[src/rtl/core/hfa_pkg.sv]
// Shared types and constants for the Hilbert FIR analytic signal unit.
// No dependencies; used by every module in rtl/core.
`default_nettype none

package hfa_pkg;

	localparam int HalfLen  = 15;
	localparam int SampleW  = 16;
	localparam int HistLen  = 2 * HalfLen + 1;
	localparam int NumCoef  = 8;
	localparam int CoefW    = 18;
	localparam int FracW    = 17;
	localparam int DiffW    = SampleW + 1;
	localparam int ProdW    = CoefW + DiffW;
	localparam int AccW     = ProdW + 3;
	localparam int QW       = AccW - FracW;
	localparam int CntW     = 4;
	localparam int CfgIdxW  = 3;
	localparam int QDepth   = 4;
	localparam int QPtrW    = 2;
	localparam int QCntW    = 3;

	localparam logic signed [CoefW-1:0] Coef1Reset = 18'sd83443;
	localparam logic signed [QW-1:0] SatMax = QW'((2 ** (SampleW - 1)) - 1);
	localparam logic signed [QW-1:0] SatMin = -SatMax - QW'(1);

	// One queued sample with what the front decided about it
	typedef struct packed {
		logic [SampleW-1:0] sample;
		logic               block_end;
		logic               emit;
		logic [CntW-1:0]    cnt;
	} hfa_op_t;

	// Tap differences handed from the delay line to the MAC
	typedef struct packed {
		logic                              valid;
		logic                              last;
		logic [SampleW-1:0]                real_v;
		logic [NumCoef-1:0][DiffW-1:0]     diff;
	} hfa_tap_t;

endpackage

`default_nettype wire

[src/rtl/core/hfa_back.sv]
// Delay line and block flush sequencer; forms the tap differences (stage 1).
// Depends on hfa_pkg.
`default_nettype none

module hfa_back (
	input  wire logic             clk,
	input  wire logic             arst_n,
	input  wire logic             adv,
	input  wire hfa_pkg::hfa_op_t head,
	input  wire logic             head_valid,
	output logic                  pop,
	output hfa_pkg::hfa_tap_t     tap
);

	logic [hfa_pkg::SampleW-1:0] hist_q [hfa_pkg::HistLen];
	logic [hfa_pkg::SampleW-1:0] hist_n [hfa_pkg::HistLen];
	logic                        flush_q;
	logic [hfa_pkg::CntW-1:0]    j_q;
	logic [hfa_pkg::CntW-1:0]    fcnt_q;
	logic                        step;
	logic                        emit;
	logic                        last;
	logic [hfa_pkg::CntW:0]      fsum;

	logic                                        valid_s1;
	logic                                        last_s1;
	logic [hfa_pkg::SampleW-1:0]                 real_s1;
	logic [hfa_pkg::NumCoef-1:0][hfa_pkg::DiffW-1:0] diff_s1;
	logic [hfa_pkg::NumCoef-1:0][hfa_pkg::DiffW-1:0] diff_n;

	assign step = adv && (flush_q || head_valid);
	assign pop  = adv && !flush_q && head_valid;
	assign fsum = {1'b0, fcnt_q} + {1'b0, j_q};
	assign last = flush_q && (j_q == hfa_pkg::CntW'(hfa_pkg::HalfLen));

	always_comb begin
		if (flush_q) begin
			emit = (fsum >= (hfa_pkg::CntW + 1)'(hfa_pkg::HalfLen));
		end else begin
			emit = head.emit;
		end
	end

	always_comb begin
		hist_n[0] = flush_q ? '0 : head.sample;
		for (int k = 1; k < hfa_pkg::HistLen; k++) begin
			hist_n[k] = hist_q[k-1];
		end
	end

	// older sample minus newer sample at each odd offset around the centre
	always_comb begin
		for (int m = 0; m < hfa_pkg::NumCoef; m++) begin
			if (2 * m + 1 <= hfa_pkg::HalfLen) begin
				diff_n[m] = {hist_n[hfa_pkg::HalfLen + 2*m + 1][hfa_pkg::SampleW-1],
				             hist_n[hfa_pkg::HalfLen + 2*m + 1]}
				          - {hist_n[hfa_pkg::HalfLen - 2*m - 1][hfa_pkg::SampleW-1],
				             hist_n[hfa_pkg::HalfLen - 2*m - 1]};
			end else begin
				diff_n[m] = '0;
			end
		end
	end

	always_ff @(posedge clk or negedge arst_n) begin
		if (!arst_n) begin
			for (int k = 0; k < hfa_pkg::HistLen; k++) begin
				hist_q[k] <= '0;
			end
			flush_q <= 1'b0;
			j_q     <= '0;
			fcnt_q  <= '0;
		end else begin
			if (step) begin
				for (int k = 0; k < hfa_pkg::HistLen; k++) begin
					hist_q[k] <= last ? '0 : hist_n[k];
				end
			end
			if (pop && head.block_end) begin
				flush_q <= 1'b1;
				j_q     <= hfa_pkg::CntW'(1);
				fcnt_q  <= head.cnt;
			end else if (step && flush_q) begin
				if (last) begin
					flush_q <= 1'b0;
					j_q     <= '0;
				end else begin
					j_q <= j_q + 1'b1;
				end
			end
		end
	end

	always_ff @(posedge clk or negedge arst_n) begin
		if (!arst_n) begin
			valid_s1 <= 1'b0;
		end else if (adv) begin
			valid_s1 <= step && emit;
		end
	end

	always_ff @(posedge clk) begin
		if (adv) begin
			last_s1 <= last;
			real_s1 <= hist_n[hfa_pkg::HalfLen];
			diff_s1 <= diff_n;
		end
	end

	assign tap.valid  = valid_s1;
	assign tap.last   = last_s1;
	assign tap.real_v = real_s1;
	assign tap.diff   = diff_s1;

	a_flush_clears: assert property (@(posedge clk) disable iff (!arst_n)
		(step && last) |=> (!flush_q && hist_q[hfa_pkg::HalfLen] == '0
		                    && hist_q[hfa_pkg::HistLen-1] == '0))
		else $error("delay line not cleared after block flush");

	a_flush_start: assert property (@(posedge clk) disable iff (!arst_n)
		(pop && head.block_end) |=> (flush_q && j_q == hfa_pkg::CntW'(1)))
		else $error("flush did not start after block end");

	a_flush_count: assert property (@(posedge clk) disable iff (!arst_n)
		flush_q |-> (j_q != '0))
		else $error("flush step counter out of range");

	a_last_from_flush: assert property (@(posedge clk) disable iff (!arst_n)
		(adv && step && last) |=> (valid_s1 && last_s1))
		else $error("final flush step did not produce a result");

endmodule

`default_nettype wire

[config.mk]
export PLATFORM = sky130hd
export DESIGN_NAME = hfa_back
export DESIGN_NICKNAME = d
export VERILOG_FILES = /design/src/rtl/core/hfa_pkg.sv /design/src/rtl/core/hfa_back.sv
export SDC_FILE = /design/constraint.sdc
export NUM_CORES = 1
export LEC_CHECK = 0
export BUFFER_PORTS_ARGS = -buffer_cell sky130_fd_sc_hd__clkbuf_2
export CORE_MARGIN = 2
export CORE_UTILIZATION = 34
export CTS_BUF_LIST = sky130_fd_sc_hd__clkbuf_8 sky130_fd_sc_hd__clkbuf_16
export DETAILED_ROUTE_END_ITERATION = 10
export PLACE_DENSITY = 0.51
export SLEW_MARGIN = 20
export SYNTH_ARGS = -nofsm -noshare
export SYNTH_HDL_FRONTEND = slang
export SYNTH_SLANG_ARGS = --single-unit
[constraint.sdc]
create_clock -name clk -period 2.4 [get_ports clk]
set_clock_uncertainty 0.1 [all_clocks]
set_input_delay 0.48 -clock clk [delete_from_list [all_inputs] [get_ports clk]]
set_output_delay 0.48 -clock clk [all_outputs]
set_load 0.005 [all_outputs]
Yosys cells after proc, flatten, opt, wreduce, memory -nomap -nowiden
Cells that the tools add are included.
W data, S select, Z words.

operators by class
  magnitude comparators = 1
  muxes and demuxes = 38
  eq/ne operators = 1
  reduce and logical (&&, ||, !) cells = 12
  add/subtract/negate cells = 10

operators by type and width
  kind                   count
  $mux W16               31
  $sub A16 B16 Y17       8
  $mux W4                3
  $logic_and A1 B1 Y1    7
  $add A4 B4 Y5          1
  $ge A5 B4 Y1 const B   1
  $add A4 B1 Y4 const B  1
  $eq A4 B4 Y1 const B   1
  $mux W1                4
  $reduce_bool A2 Y1     2
  $reduce_and A2 Y1      1
  $logic_not A1 Y1       1
  $logic_or A1 B1 Y1     1

storage, ports and cells
  register bits = 643
  word-level logic and storage cells = 106
  output and inout port bits = 155

Logic depth before layout (Yosys ltp)
  depth after elaboration = 6
  mapped depth = 10
  depth with buffers taken out = 9

Worst setup path after synthesis
OpenSTA, ideal clock, no wires.

  path kind = register to register
  start = reg flush_q
  end = reg diff_s1, in the netlist tap[135] (data pin)
  path slack = -0.175 ns
  cell stages (with the launch flop) = 11
  setup time = 0.259 ns
  data arrival time = 2.216 ns
  path through = dfrtp_1 -> clkbuf_1 -> nor2b_1 -> ha_1 -> fa_1 -> nor2b_1 -> o21ai_0 -> a21boi_1 -> o21a_1 -> a21oi_1 -> o31a_1

RTL lines
  item                    line             RTL
  start, declared         hfa_back.sv:17   logic flush_q;
  start signal, assigned  hfa_back.sv:70   flush_q <= 1'b0;
  start signal, assigned  hfa_back.sv:80   flush_q <= 1'b1;
  start signal, assigned  hfa_back.sv:85   flush_q <= 1'b0;
  end signal, assigned    hfa_back.sv:106  diff_s1 <= diff_n;
  end, declared           hfa_back.sv:28   logic [hfa_pkg::NumCoef-1:0][hfa_pkg::DiffW-1:0] diff_s1;

==> results.ini <==
[grt]
gr-total-overflow=0
antenna_found_initial=0
grt_util_all_layers_pct=17.67
grt_max_degree=98
grt_pass1_wl_um=130400
grt_pass1_vias=22700

[setup_path]
rr_worst_depth=10
critPathMaxStageDelay_ns=0.43
cp.depth=10
setup.worst_path.class=flop to flop
critPathCaptureType=flop
cp_num_buf_inv=1
reg2reg_slack_ns=-0.05
crit_path_start_kind=flop
path_max_fanout=6
critPathRequiredTime_ns=2.66
cp_cell_sequence=buf_6, nor2b_2, ha_2, fa_2, nor2b_1, o21ai_2, a21boi_2, o21a_1, a21oi_2, o31a_1
crit_family=compound AO/OA/AOI/OAI gates
cp_slowest_cell=dfrtp_2
worst_ep_arrival_time_ns=2.71

[layout]
regArea_um2=16860
finalNetCount=3701
post-route-util_pct=42.14
layout-drive-gt1-share_pct=18.31
area_delta_synth_final_pct=23.21
most-common-layout-cells=nand2_1 (875), dfrtp_1 (489), o21ai_0 (385)
fillers=8827
multiInputGateArea_um2=12770
antenna_cells=0
layout_commonest_cell=nand2_1
stdcell_count=4770

[routing]
first_pass_iters=7
wirelength_um=81820
drcViolationCount=0
drt_iter0_markers=1639
wl_per_cell_um=17.15
via_count=22920
via_per_inst=4.805
final_antenna_net_count=0

[floorplanning]
die_h_um=304.2
core.rowCount=110
die_area_um2=92540
die_w_um=304.2
core-area_um2=89600
start_util_pct=34.20
ios=181

[synth]
synth_seq_cells=643
synthArstFlopShare_pct=76.21
synth_edf_count=153
synth_top_cell_by_area=dfrtp_1
synth_area_leaders=dfrtp_1 (40%), edfxtp_1 (15%), nand2_1 (11%)
syn_area_um2=30640
synth.top_cell.area_share_pct=40.02
synth_compound_area_share_pct=16.29
synthesis.instances=3199
syn_nets=3367
synth_ff_type=dfrtp_1
yosysUniqueCellTypes=68
synth-simple-area-share_pct=15.39
synthXorXnorAreaFrac_pct=2.172
synth_mux_area_share_pct=0.2450
seq_area_frac_synth_pct=55.01
syn_area_per_cell_um2=9.578
synth_top_family_by_area=compound AO/OA/AOI/OAI gates
yosysWarnings=0
synth_fa_ha_area_share_pct=6.019

[sta]
slew_violations=0
setup_violations=3
relSlewSlack_pct=63.31
final.setup.tns_ns=-0.1116
worst_slack_ns=-0.04941
whs_ns=0.06358
worstMarginPinSlew_ns=0.5504
period_share_pct=102.1
fmax_mhz=408.3
rsz0062_at_grt=true
finalHoldViolations=0
period_minus_slack_ns=2.449

[min_path]
hold_class=input port to flop
holdPathStages=2

[placed_design]
gp_congestion=0.8386
dp_cells=4614
dpl.hpwl_um=58590
preCtsSetupSlack_ns=-0.2009
portBuffers=180

[clock_tree]
htree_num_levels=3
cts_tree=done
clkSinkCount=643
clkLatencyLatePin_ns=0.63
clkTransAtPathRegs_ns=0.06
ctsRootBufferMaster=clkbuf_16
clock_path_buffers=3
cts_made_buffers=76

[power]
power.leakage_nw=16.80
vdd_drop_max_v=0.0008925
p_per_area_nw_per_um2=1766

[flow_run]
drv_cap=0

[run_status]
violations=setup timing
status=finished, violations left

cell families (layout without fill, tap and decap cells):
kind of cell | count (synthesis) | count (layout)
AO/OA/AOI/OAI | 818 | 818
XOR/XNOR | 76 | 76
adder cells (fa/ha/maj) | 142 | 142
buffers and inverters | 371 | 766
flip-flops | 643 | 643
multiplexers | 7 | 7
AND/OR/NAND/NOR | 1142 | 1142
synthesized netlist by cell type (19+ instances only):
cell	count
o21ai_0	394
xor2_1	19
o31ai_1	130
nor3_1	40
ha_1	133
nand3_1	34
inv_1	189
o21a_1	30
a21oi_1	104
dfrtp_1	490
nor2_1	77
xnor2_1	57
a21o_1	27
nand2_1	875
clkbuf_1	107
nor2b_1	20
edfxtp_1	153
nand2b_1	36
buf_2	72
nand4_1	23
state kept, by name (all words and copies together) (netlist names):
| name | flops |
|---|---|
| valid_s1 | 1 |
| fcnt_q | 4 |
| last_s1 | 1 |
| real_s1 | 16 |
| tap | 136 |
| flush_q | 1 |
| hist_n | 480 |
| j_q | 4 |
final cells by class:
cell class,instances,share of cell area [%]
inverter,189,1.886
clock inverter,43,1.140
tap,1176,3.898
clock buffer,96,5.886
timing repair buffer,438,8.700
multi-input combinational,2185,33.84
sequential,643,44.65
routing by layer:
metal | up-vias | global-route usage, % | wire [um]
met5 | - | 0 | 0
met4 | 0 | 4.535 | 1442
met3 | 87 | 2.305 | 2685
met2 | 323 | 29.49 | 39300
met1 | 10880 | 24.23 | 38390
li1 | 11630 | - | -
path summary, 6_finish.rpt:
check | startpoint | end
worst max-delay path | flush_q$_DFFE_PN0P_ | tap[135]$_DFFE_PP_
worst min-delay path | head[15] | hist_n[473]$_DFFE_PN0P_
worst max register to register | flush_q$_DFFE_PN0P_ | tap[135]$_DFFE_PP_
worst min register to register | hist_n[344]$_DFFE_PN0P_ | hist_n[344]$_DFFE_PN0P_
max in group asynchronous | arst_n | hist_n[351]$_DFFE_PN0P_
min in group asynchronous | arst_n | hist_n[306]$_DFFE_PN0P_
what timing repair did:
item | in CTS | in global routing
hold endpoints to repair | 441 | 0
buffers inserted | 1 | 14
endpoints found under the setup margin | 24 | 38
hold buffers | 6 | 0
cloned | 0 | 0
pin swaps | 12 | 40
resized for setup | 31 | 69
where the power goes:
group          switching (mW)  leakage [nW]  internal [mW]
Combinational            17.8          7.25           16.1
Sequential               3.00          8.18           17.6
Clock                    4.79          1.36           7.31
Total                    25.6          16.8           41.1
per-stage QoR:
step           power, mW  area [um2]
6_report           66.66       37750
5_1_grt            72.27       37750
4_1_cts            66.48       37350
3_5_place_dp       53.42       34480
3_3_place_gp       53.33       34480
2_1_floorplan      40.93       30670
Note: power is estimated with default switching activity, not from simulation.
