### config.mk
export PLATFORM = sky130hd
export DESIGN_NAME = hfa_front
export DESIGN_NICKNAME = d
export VERILOG_FILES = /design/src/rtl/core/hfa_pkg.sv /design/src/rtl/core/hfa_front.sv
export SDC_FILE = /design/constraint.sdc
export NUM_CORES = 1
export LEC_CHECK = 0
export BUFFER_PORTS_ARGS = -buffer_cell sky130_fd_sc_hd__buf_2
export CAP_MARGIN = 20
export CELL_PAD_IN_SITES_DETAIL_PLACEMENT = 0
export CELL_PAD_IN_SITES_GLOBAL_PLACEMENT = 1
export CORE_UTILIZATION = 30
export CTS_CLUSTER_SIZE = 16
export DETAILED_ROUTE_END_ITERATION = 7
export GPL_TIMING_DRIVEN = 0
export PLACE_DENSITY = 0.6
export SLEW_MARGIN = 30
export SYNTH_ARGS = -nofsm -noshare
export SYNTH_HDL_FRONTEND = slang
export SYNTH_SLANG_ARGS = --single-unit
### constraint.sdc
create_clock -name clk -period 2.8 [get_ports clk]
set_clock_uncertainty 0.1 [all_clocks]
set_input_delay 0.42 -clock clk [delete_from_list [all_inputs] [get_ports clk]]
set_output_delay 0.42 -clock clk [all_outputs]
set_load 0.01 [all_outputs]
### src/rtl/core/hfa_pkg.sv
// Shared types and constants for the Hilbert FIR analytic signal unit.
// No dependencies; used by every module in rtl/core.
`default_nettype none

package hfa_pkg;

	localparam int HalfLen  = 15;
	localparam int SampleW  = 16;
	localparam int HistLen  = 2 * HalfLen + 1;
	localparam int NumCoef  = 8;
	localparam int CoefW    = 18;
	localparam int FracW    = 17;
	localparam int DiffW    = SampleW + 1;
	localparam int ProdW    = CoefW + DiffW;
	localparam int AccW     = ProdW + 3;
	localparam int QW       = AccW - FracW;
	localparam int CntW     = 4;
	localparam int CfgIdxW  = 3;
	localparam int QDepth   = 4;
	localparam int QPtrW    = 2;
	localparam int QCntW    = 3;

	localparam logic signed [CoefW-1:0] Coef1Reset = 18'sd83443;
	localparam logic signed [QW-1:0] SatMax = QW'((2 ** (SampleW - 1)) - 1);
	localparam logic signed [QW-1:0] SatMin = -SatMax - QW'(1);

	// One queued sample with what the front decided about it
	typedef struct packed {
		logic [SampleW-1:0] sample;
		logic               block_end;
		logic               emit;
		logic [CntW-1:0]    cnt;
	} hfa_op_t;

	// Tap differences handed from the delay line to the MAC
	typedef struct packed {
		logic                              valid;
		logic                              last;
		logic [SampleW-1:0]                real_v;
		logic [NumCoef-1:0][DiffW-1:0]     diff;
	} hfa_tap_t;

endpackage

`default_nettype wire

### src/rtl/core/hfa_front.sv
// Input side: takes samples, tracks the block fill count, queues operations.
// Depends on hfa_pkg.
`default_nettype none

module hfa_front (
	input  wire logic                       clk,
	input  wire logic                       arst_n,
	input  wire logic                       in_valid,
	output logic                            in_stall,
	input  wire logic [hfa_pkg::SampleW-1:0] sample,
	input  wire logic                       block_end,
	input  wire logic                       pop,
	output hfa_pkg::hfa_op_t                head,
	output logic                            head_valid
);

	hfa_pkg::hfa_op_t                 q_mem_q [hfa_pkg::QDepth];
	logic [hfa_pkg::QPtrW-1:0]        wr_ptr_q;
	logic [hfa_pkg::QPtrW-1:0]        rd_ptr_q;
	logic [hfa_pkg::QCntW-1:0]        count_q;
	logic [hfa_pkg::CntW-1:0]         seen_q;
	logic                             push;
	hfa_pkg::hfa_op_t                 new_op;

	assign in_stall   = (count_q == hfa_pkg::QCntW'(hfa_pkg::QDepth));
	assign push       = in_valid && !in_stall;
	assign head_valid = (count_q != '0);
	assign head       = q_mem_q[rd_ptr_q];

	always_comb begin
		new_op.sample    = sample;
		new_op.block_end = block_end;
		new_op.emit      = (seen_q == hfa_pkg::CntW'(hfa_pkg::HalfLen));
		new_op.cnt       = seen_q;
	end

	always_ff @(posedge clk) begin
		if (push) begin
			q_mem_q[wr_ptr_q] <= new_op;
		end
	end

	always_ff @(posedge clk or negedge arst_n) begin
		if (!arst_n) begin
			wr_ptr_q <= '0;
			rd_ptr_q <= '0;
			count_q  <= '0;
			seen_q   <= '0;
		end else begin
			if (push) begin
				wr_ptr_q <= wr_ptr_q + 1'b1;
				if (block_end) begin
					seen_q <= '0;
				end else if (seen_q != hfa_pkg::CntW'(hfa_pkg::HalfLen)) begin
					seen_q <= seen_q + 1'b1;
				end
			end
			if (pop) begin
				rd_ptr_q <= rd_ptr_q + 1'b1;
			end
			unique case ({push, pop})
				2'b10:   count_q <= count_q + 1'b1;
				2'b01:   count_q <= count_q - 1'b1;
				default: count_q <= count_q;
			endcase
		end
	end

endmodule

`default_nettype wire

### Word level (Yosys, flattened, before mapping)

Memories as Yosys holds them, arrays and structs flattened.
Cells that the tools add are included.

| word-level totals | value |
|---|---|
| register bits after elaboration | 11 |
| bits in writable memories | 88 |
| input bits | 21 |
| logic and storage cells | 26 |
| memories kept | 1 |

Memory list:

| memory | words | bits a word | rd ports | clocked after memory_dff | wr ports | line | text |
|---|---|---|---|---|---|---|---|
| q_mem_q | 4 | 22 | 1 | 0 | 1 | hfa_front.sv:17 | `hfa_pkg::hfa_op_t q_mem_q [hfa_pkg::QDepth];` |

| operators by class | value |
|---|---|
| add/sub/neg operators | 5 |
| eq/ne operators | 5 |
| mux-type cells | 5 |
| reduce and logical (&&, ||, !) cells | 6 |

Operators by type and width:

| kind | count |
|---|---|
| 4-bit two-way mux | 2 |
| 3-bit one-hot mux with 2 select lines | 1 |
| 2-bit by 1-bit adder with 2-bit output (second input constant) | 2 |
| 4-bit by 1-bit adder with 4-bit output (second input constant) | 1 |
| 4-bit equality test (second input constant) | 1 |
| 4-bit inequality test (second input constant) | 1 |
| 2-bit nonzero test | 2 |
| 3-bit by 1-bit adder with 3-bit output (second input constant) | 1 |
| 3-bit equality test (second input constant) | 1 |
| 3-bit nonzero test | 1 |
| 3-bit by 1-bit subtractor with 3-bit output (second input constant) | 1 |
| 2-bit by 1-bit equality test with 1-bit output (second input constant) | 1 |
| 2-bit equality test (second input constant) | 1 |
| 1-bit two-way mux | 2 |
| 2-bit AND reduction | 1 |
| 1-bit logical AND | 1 |
| 1-bit zero test | 1 |

### Longest topological paths before layout

Gate-level depths: netlist (run 1).

| logic depth | value |
|---|---|
| depth after elaboration | 5 |
| mapped depth | 11 |

### Worst setup path before layout (run 1)

No wires, ideal clock.

| path | value |
|---|---|
| path type | flip-flop to flip-flop |
| from | reg count_q[0] in the netlist's numbering |
| to | reg count_q[2] in the netlist's numbering |
| library setup time | 0.079 ns |
| data arrival time | 2.165 ns |
| data required time | 2.621 ns |
| slack | 0.455 ns |
| stages on the path, launching flop included | 12 |
| path buffers | 2 |
| cells stage by stage | dfrtp_1 or3b_1 buf_6 and2_4 buf_6 inv_2 ha_1 inv_1 fa_1 xor2_1 nor2_1 xor2_1 |

| on the way | value |
|---|---|
| word-level cells in the longest chain between the ends | 5 |
| elaborated cells on any way between the ends | 9 |

RTL lines:

| what | line | text |
|---|---|---|
| start: declaration | hfa_front.sv:20 | `logic [hfa_pkg::QCntW-1:0] count_q;` |
| start signal: assignment | hfa_front.sv:62 | `2'b10: count_q <= count_q + 1'b1;` |
| start signal: assignment | hfa_front.sv:63 | `2'b01: count_q <= count_q - 1'b1;` |
| start signal: assignment | hfa_front.sv:64 | `default: count_q <= count_q;` |
| 3-bit equality test | hfa_front.sv:25 | `assign in_stall = (count_q == hfa_pkg::QCntW'(hfa_pkg::QDepth));` |
| 1-bit zero test | hfa_front.sv:26 | `assign push = in_valid && !in_stall;` |
| 1-bit logical AND | hfa_front.sv:26 |  |
| 2-bit by 1-bit equality test with 1-bit output or 2-bit equality test (tied branches) | hfa_front.sv:61 | `unique case ({push, pop})` |
| 3-bit one-hot mux with 2 select lines or 2-bit nonzero test (tied branches) | -- |  |

Parallel ways exist; a longest one is shown, timed or not.
A chain may end at the register's enable or synchronous reset.

### Worst setup path after layout (run 1)

| path | value |
|---|---|
| from | reg count_q[1] in the netlist's numbering |
| to | reg count_q[2] in the netlist's numbering |

Same word-level chain as after synthesis.

==> metrics.yaml, run 1 <==
status: "completed"
clockBufferDepth: 2
die_height_microns: 115
r2r_setup_slack_ns: 0.31
grt_pass1_wl_microns: 10200
ir_worst_vdd_mv: 0.426
wirelength_microns: 6540
synth_seq_cells: 99
end_kind: "flop"
rsz0062_at_grt: "false"
die_w_microns: 115
wl_per_cell_microns: 16.1
finalHoldViolCount: 0
busiest_layer: "met2"
num_vias: 1799
hold_path_class: "in2reg"
r2r_cells: 11
dpl_worst_slack_ns: 0.332
drv_slew: 0
relSlewSlack_pct: 52.6
rows: 40
hpwl_microns: 4000
first_pass_iters: 4
leakagePower_nw: 1.62
synth_common_cells: "edfxtp_1, mux4_2, dfrtp_1, inv_1, ha_1"
nets: 262
drc: 0
diodes: 0
cts.sinks: 99
max_stage_delay_ns: 0.39
p_per_area_nw_per_um2: 1020
postRouteAntennaNets: 0
initial_utilization_pct: 31.4
ys_seq_area_share_pct: 76.2
gp_congestion: 0.759
grt_overflow: 0
htreeDepth: 3
arrival_ns: 2.65
syn_area_sq_um: 3830
fmax_mhz: 402
vias_per_cell: 4.42
setup_tns_ns: 0
yosys.area.top_type: "edfxtp_1"
drive_gt1_share_pct: 39.3
path_clk_slew_ns: 0.07
holdWs_ns: 0.200
port_buffers: 44
ys_warn_count: 0
io_pins: 45
r2r_end: "count_q[2]"
async_flop_share_pct: 11.1
drt_iter0_markers: 118
antenna_found_initial: 0
whs_path_depth: 1
crit_required_ns: 2.96
synth_cell_types: 32
r2r_start: "count_q[1]"
worst-path-max-fanout: 10
worstPathCellList: "or3b_1 > buf_6 > and2_4 > buf_6 > inv_2 > ha_1 > inv_1 > fa_1 > xor2_1 > nor2_1 > xor2_1"
grt_util_met1_pct: 12.6
synthFlopType: "edfxtp_1"
grt_max_degree: 23
worstMarginPinSlew_ns: 0.712
core_area_sq_um: 12200
crit_type: "reg2reg"
hp-start: "sample[4]"
synthMostInstantiatedCell: "edfxtp_1"
setup_violations: 0
ctsRootBufferMaster: "clkbuf_16"
area_growth_pct: 18.9
synth_cells: 178
cts_resized: 0
numCtsBuffers: 9
synth_fp_nets: 206
synth.avg_cell_area_sq_um: 21.5
met2_usage_pct: 18.1
grt_use_met3_pct: 3.43
clkLatencyLatePin_ns: 0.34
worst_path_max_delay_cell: "dfrtp_1"
startpoint_type: "flop"
cts_tree: "yes"
hold_end: "q_mem_q[1][10]"
grt_usage_pct: 10.7
crit_family: "simple AND/OR/NAND/NOR gates"
synth_edf_count: 88
crit_buf_inv: 4
min_period_ns: 2.49
setup_slack_ns: 0.312
synth_top_area_share_pct: 69.0
synth_area_leaders: "edfxtp_1, mux4_2, dfrtp_1"
max_cap_violations: 0
period_share_pct: 88.9
grt_pass1_vias: 1925
fp.dieArea_sq_um: 13200
## registers in the layout, indices dropped and copies added, names as in the netlist
register and cells:
rd_ptr_q 2, wr_ptr_q 2, seen_q 4, q_mem_q 88
count_q 3
## final cells by class
type                    count  area (sq um)
clock inverters             6          48.8
fillers                  1170          7660
repair buffers             45           230
inverters                  10          37.5
plain buffers               7          45.0
flip-flops and latches     99          2920
multi-input cells          62           835
clock buffers              10           229
well taps                 168           210
## where the power goes
part | switching, mW | internal, mW
Sequential | 0.127 | 1.99
Combinational | 0.741 | 0.659
Clock | 0.529 | 0.612
Total | 1.40 | 3.26
## layer usage
metal,vias to the layer above,part of all wire [%]
met1,933,43
met2,32,51
met4,0,1.7
li1,824,-
met3,10,4.1
met5,-,0
## layout by cell type, fill, tap and decap left out, types with 2 or more instances in the layout
| cell type | Yosys | layout |
|---|---|---|
| edfxtp_1 | 88 | 88 |
| buf_2 | 3 | 47 |
| mux4_2 | 22 | 22 |
| dfrtp_1 | 11 | 11 |
| inv_1 | 9 | 9 |
| clkbuf_16 | 0 | 9 |
| ha_1 | 6 | 6 |
| and3_2 | 0 | 4 |
| xnor2_1 | 3 | 3 |
| xor2_1 | 3 | 3 |
| clkbuf_1 | 1 | 2 |
| buf_6 | 2 | 2 |
| nand2_1 | 2 | 2 |
| a31oi_1 | 2 | 2 |
| a21oi_1 | 2 | 2 |
| nor2_1 | 2 | 2 |
| clkinvlp_4 | 0 | 2 |
## repair_timing
item / CTS / global route
setup buffers: 0 / 0
hold buffers: 1 / 0
endpoints found under the hold margin: 11 / 0
## cells by family (layout without fill, tap and decap cells)
| kind of cell | Yosys count | in the layout | synth area share (%) |
|---|---|---|---|
| AO/OA/AOI/OAI | 9 | 9 | 1.70 |
| buffers and inverters | 17 | 78 | 2.16 |
| adder cells (fa/ha/maj) | 7 | 7 | 2.48 |
| flip-flops | 99 | 99 | 76.2 |
| multiplexers | 24 | 24 | 13.6 |
| AND/OR/NAND/NOR | 16 | 16 | 2.52 |
| XOR/XNOR | 6 | 6 | 1.37 |
## worst max-delay path by stage
stage	startpoint	to	slack [ns]	cells past startpoint
floorplan	count_q[0]	count_q[2]	0.46	11
global placement	count_q[1]	count_q[2]	0.31	11
detailed placement	count_q[0]	count_q[2]	0.33	11
CTS	rd_ptr_q[0]	head[3]	0.25	4
global route	count_q[0]	count_q[2]	0.13	11
finish	count_q[1]	count_q[2]	0.31	11
## stage by stage
| step | utilization (%) | power [mW] | cell area (sq um) | cells |
|---|---|---|---|---|
| after global placement | 34.9 | 3.59 | 4260 | 390 |
| final | 37.3 | 4.66 | 4550 | 407 |
| after CTS | 37.3 | 4.76 | 4550 | 407 |
| after floorplan | - | 3.09 | 3830 | 178 |
| after global routing | 37.3 | 4.93 | 4550 | 407 |
| after detailed placement | 34.9 | 3.61 | 4270 | 390 |
(Power assumes the default switching activity.)
==> run 2: changes to the inputs <==
Settings changed: CORE_ASPECT_RATIO set to 1.5, CTS_BUF_LIST set to sky130_fd_sc_hd__clkbuf_8.
==> run 2 against run 1 <==
- global-route usage is 0.63 points higher
- combinational power hardly changed
- count of clock-buffer cells in the layout is 2 higher
- critical path type unchanged
==> metrics.yaml, run 2 (synthesis gave the netlist of run 1 again) <==
cts.sinks: 99
grt_pass1_wl_microns: 10600
clkLatencyLatePin_ns: 0.37
fp.dieArea_sq_um: 13200
die_w_microns: 94.3
drc: 0
top_regs: "q_mem_q x88, seen_q x4, count_q x3"
startpoint_type: "flop"
leakagePower_nw: 1.62
setup_violations: 0
period_share_pct: 89.5
antenna_found_initial: 0
fmax_mhz: 399
postRouteAntennaNets: 0
setup_tns_ns: 0
nets: 262
max_stage_delay_ns: 0.42
rows: 50
path_clk_slew_ns: 0.09
p_per_area_nw_per_um2: 1020
grt_usage_pct: 11.4
htreeDepth: 3
crit_type: "reg2reg"
diodes: 0
cts_tree: "yes"
design_area_sq_um: 4500
hpwl_microns: 4170
finalHoldViolCount: 0
drive_gt1_share_pct: 39.3
crit_family: "simple AND/OR/NAND/NOR gates"
final_common_cell: "edfxtp_1"
worst-path-max-fanout: 10
port_buffers: 44
end_kind: "flop"
largest_reg_flops: 88
num_vias: 1792
core_area_sq_um: 12400
status: "completed"
utilization_pct: 36.1
wirelength_microns: 6650
holdWs_ns: 0.166
area_growth_pct: 17.4
grt_overflow: 0
final_cell_mix: "edfxtp_1, buf_2, mux4_2"
worstMarginPinSlew_ns: 0.730
p_total_mw: 4.58
wl_per_cell_microns: 16.8
crit_required_ns: 2.99
max_cap_violations: 0
io_pins: 45
gp_congestion: 0.655
grt_max_degree: 23
vias_per_cell: 4.54
numCtsBuffers: 9
grt_pass1_vias: 1950
hold_path_class: "in2reg"
rsz0062_at_grt: "false"
ir_worst_vdd_mv: 0.265
worst_path_max_delay_cell: "dfrtp_1"
first_pass_iters: 4
die_height_microns: 140
clockBufferDepth: 2
drt_iter0_markers: 88
relSlewSlack_pct: 51.3
placed_area_sq_um: 4250
post_cts_buffers: 0
worstPathCellList: "or3b_1 > buf_6 > and2_4 > buf_6 > inv_2 > ha_1 > inv_1 > fa_1 > xor2_1 > nor2_1 > xor2_1"
ctsRootBufferMaster: "clkbuf_8"
top_register: "q_mem_q"
arrival_ns: 2.70
min_period_ns: 2.51
initial_utilization_pct: 30.8
crit_buf_inv: 4
drv_slew: 0
[run 2: changes by cell type in the layout (fill, tap and decap cells not counted), moves of 2 or more]
cell,before,now
clkinvlp_4,2,0
clkbuf_8,0,12
bufinv_16,0,2
clkbuf_16,9,0
[run 2: report_power, final]
part           total [mW]  leakage [nW]  switching (mW)  internal [mW]
clock                1.04         0.124           0.468          0.575
combinational        1.42         0.548           0.755          0.660
sequential           2.12         0.945           0.127           1.99
[run 2: area by class of cell]
class	instances	area [sq um]
inverter	10	37.5
clock buffer	12	165
sequential	99	2920
clock inverter	4	72.6
fill	1157	7950
multi-input combinational	62	835
timing repair buffer	45	230
buffer	7	45.0
tap	156	195
[run 2: per-layer routing]
layer | share of wire [%] | vias up | wire length (microns) | track usage (%)
li1 | - | 828 | - | -
met1 | 40 | 919 | 2680 | 13.4
met2 | 54 | 32 | 3620 | 19.3
met3 | 3.1 | 13 | 208 | 2.44
met4 | 2.3 | 0 | 153 | 5.83
met5 | 0 | - | 0 | 0
[run 2: worst paths after layout]
| kind | start | to | slack [ns] | cells after the start |
|---|---|---|---|---|
| worst max-delay path | count_q[0] | count_q[2] | 0.29 | 11 |
| worst min-delay path | sample[10] | q_mem_q[3][16] | 0.17 | 1 |
| worst max register to register | count_q[0] | count_q[2] | 0.29 | 11 |
| worst min register to register | count_q[2] | count_q[2] | 0.38 | 1 |
| max in group asynchronous | arst_n | rd_ptr_q[1] | 2.02 | 2 |
| min in group asynchronous | arst_n | seen_q[3] | 0.35 | 2 |
[run 2: per-stage QoR]
stage	std cells	setup slack (ns)
after detailed placement	378	0.299
after global placement	378	0.318
after floorplan	178	0.455
after global routing	395	0.109
after CTS	395	0.232
final	395	0.295
[run 2: timing repair]
item / 4_1_cts / 5_1_grt
gates resized for setup: 0 / 0
endpoints found under the hold margin: 11 / 0
hold buffers: 1 / 0
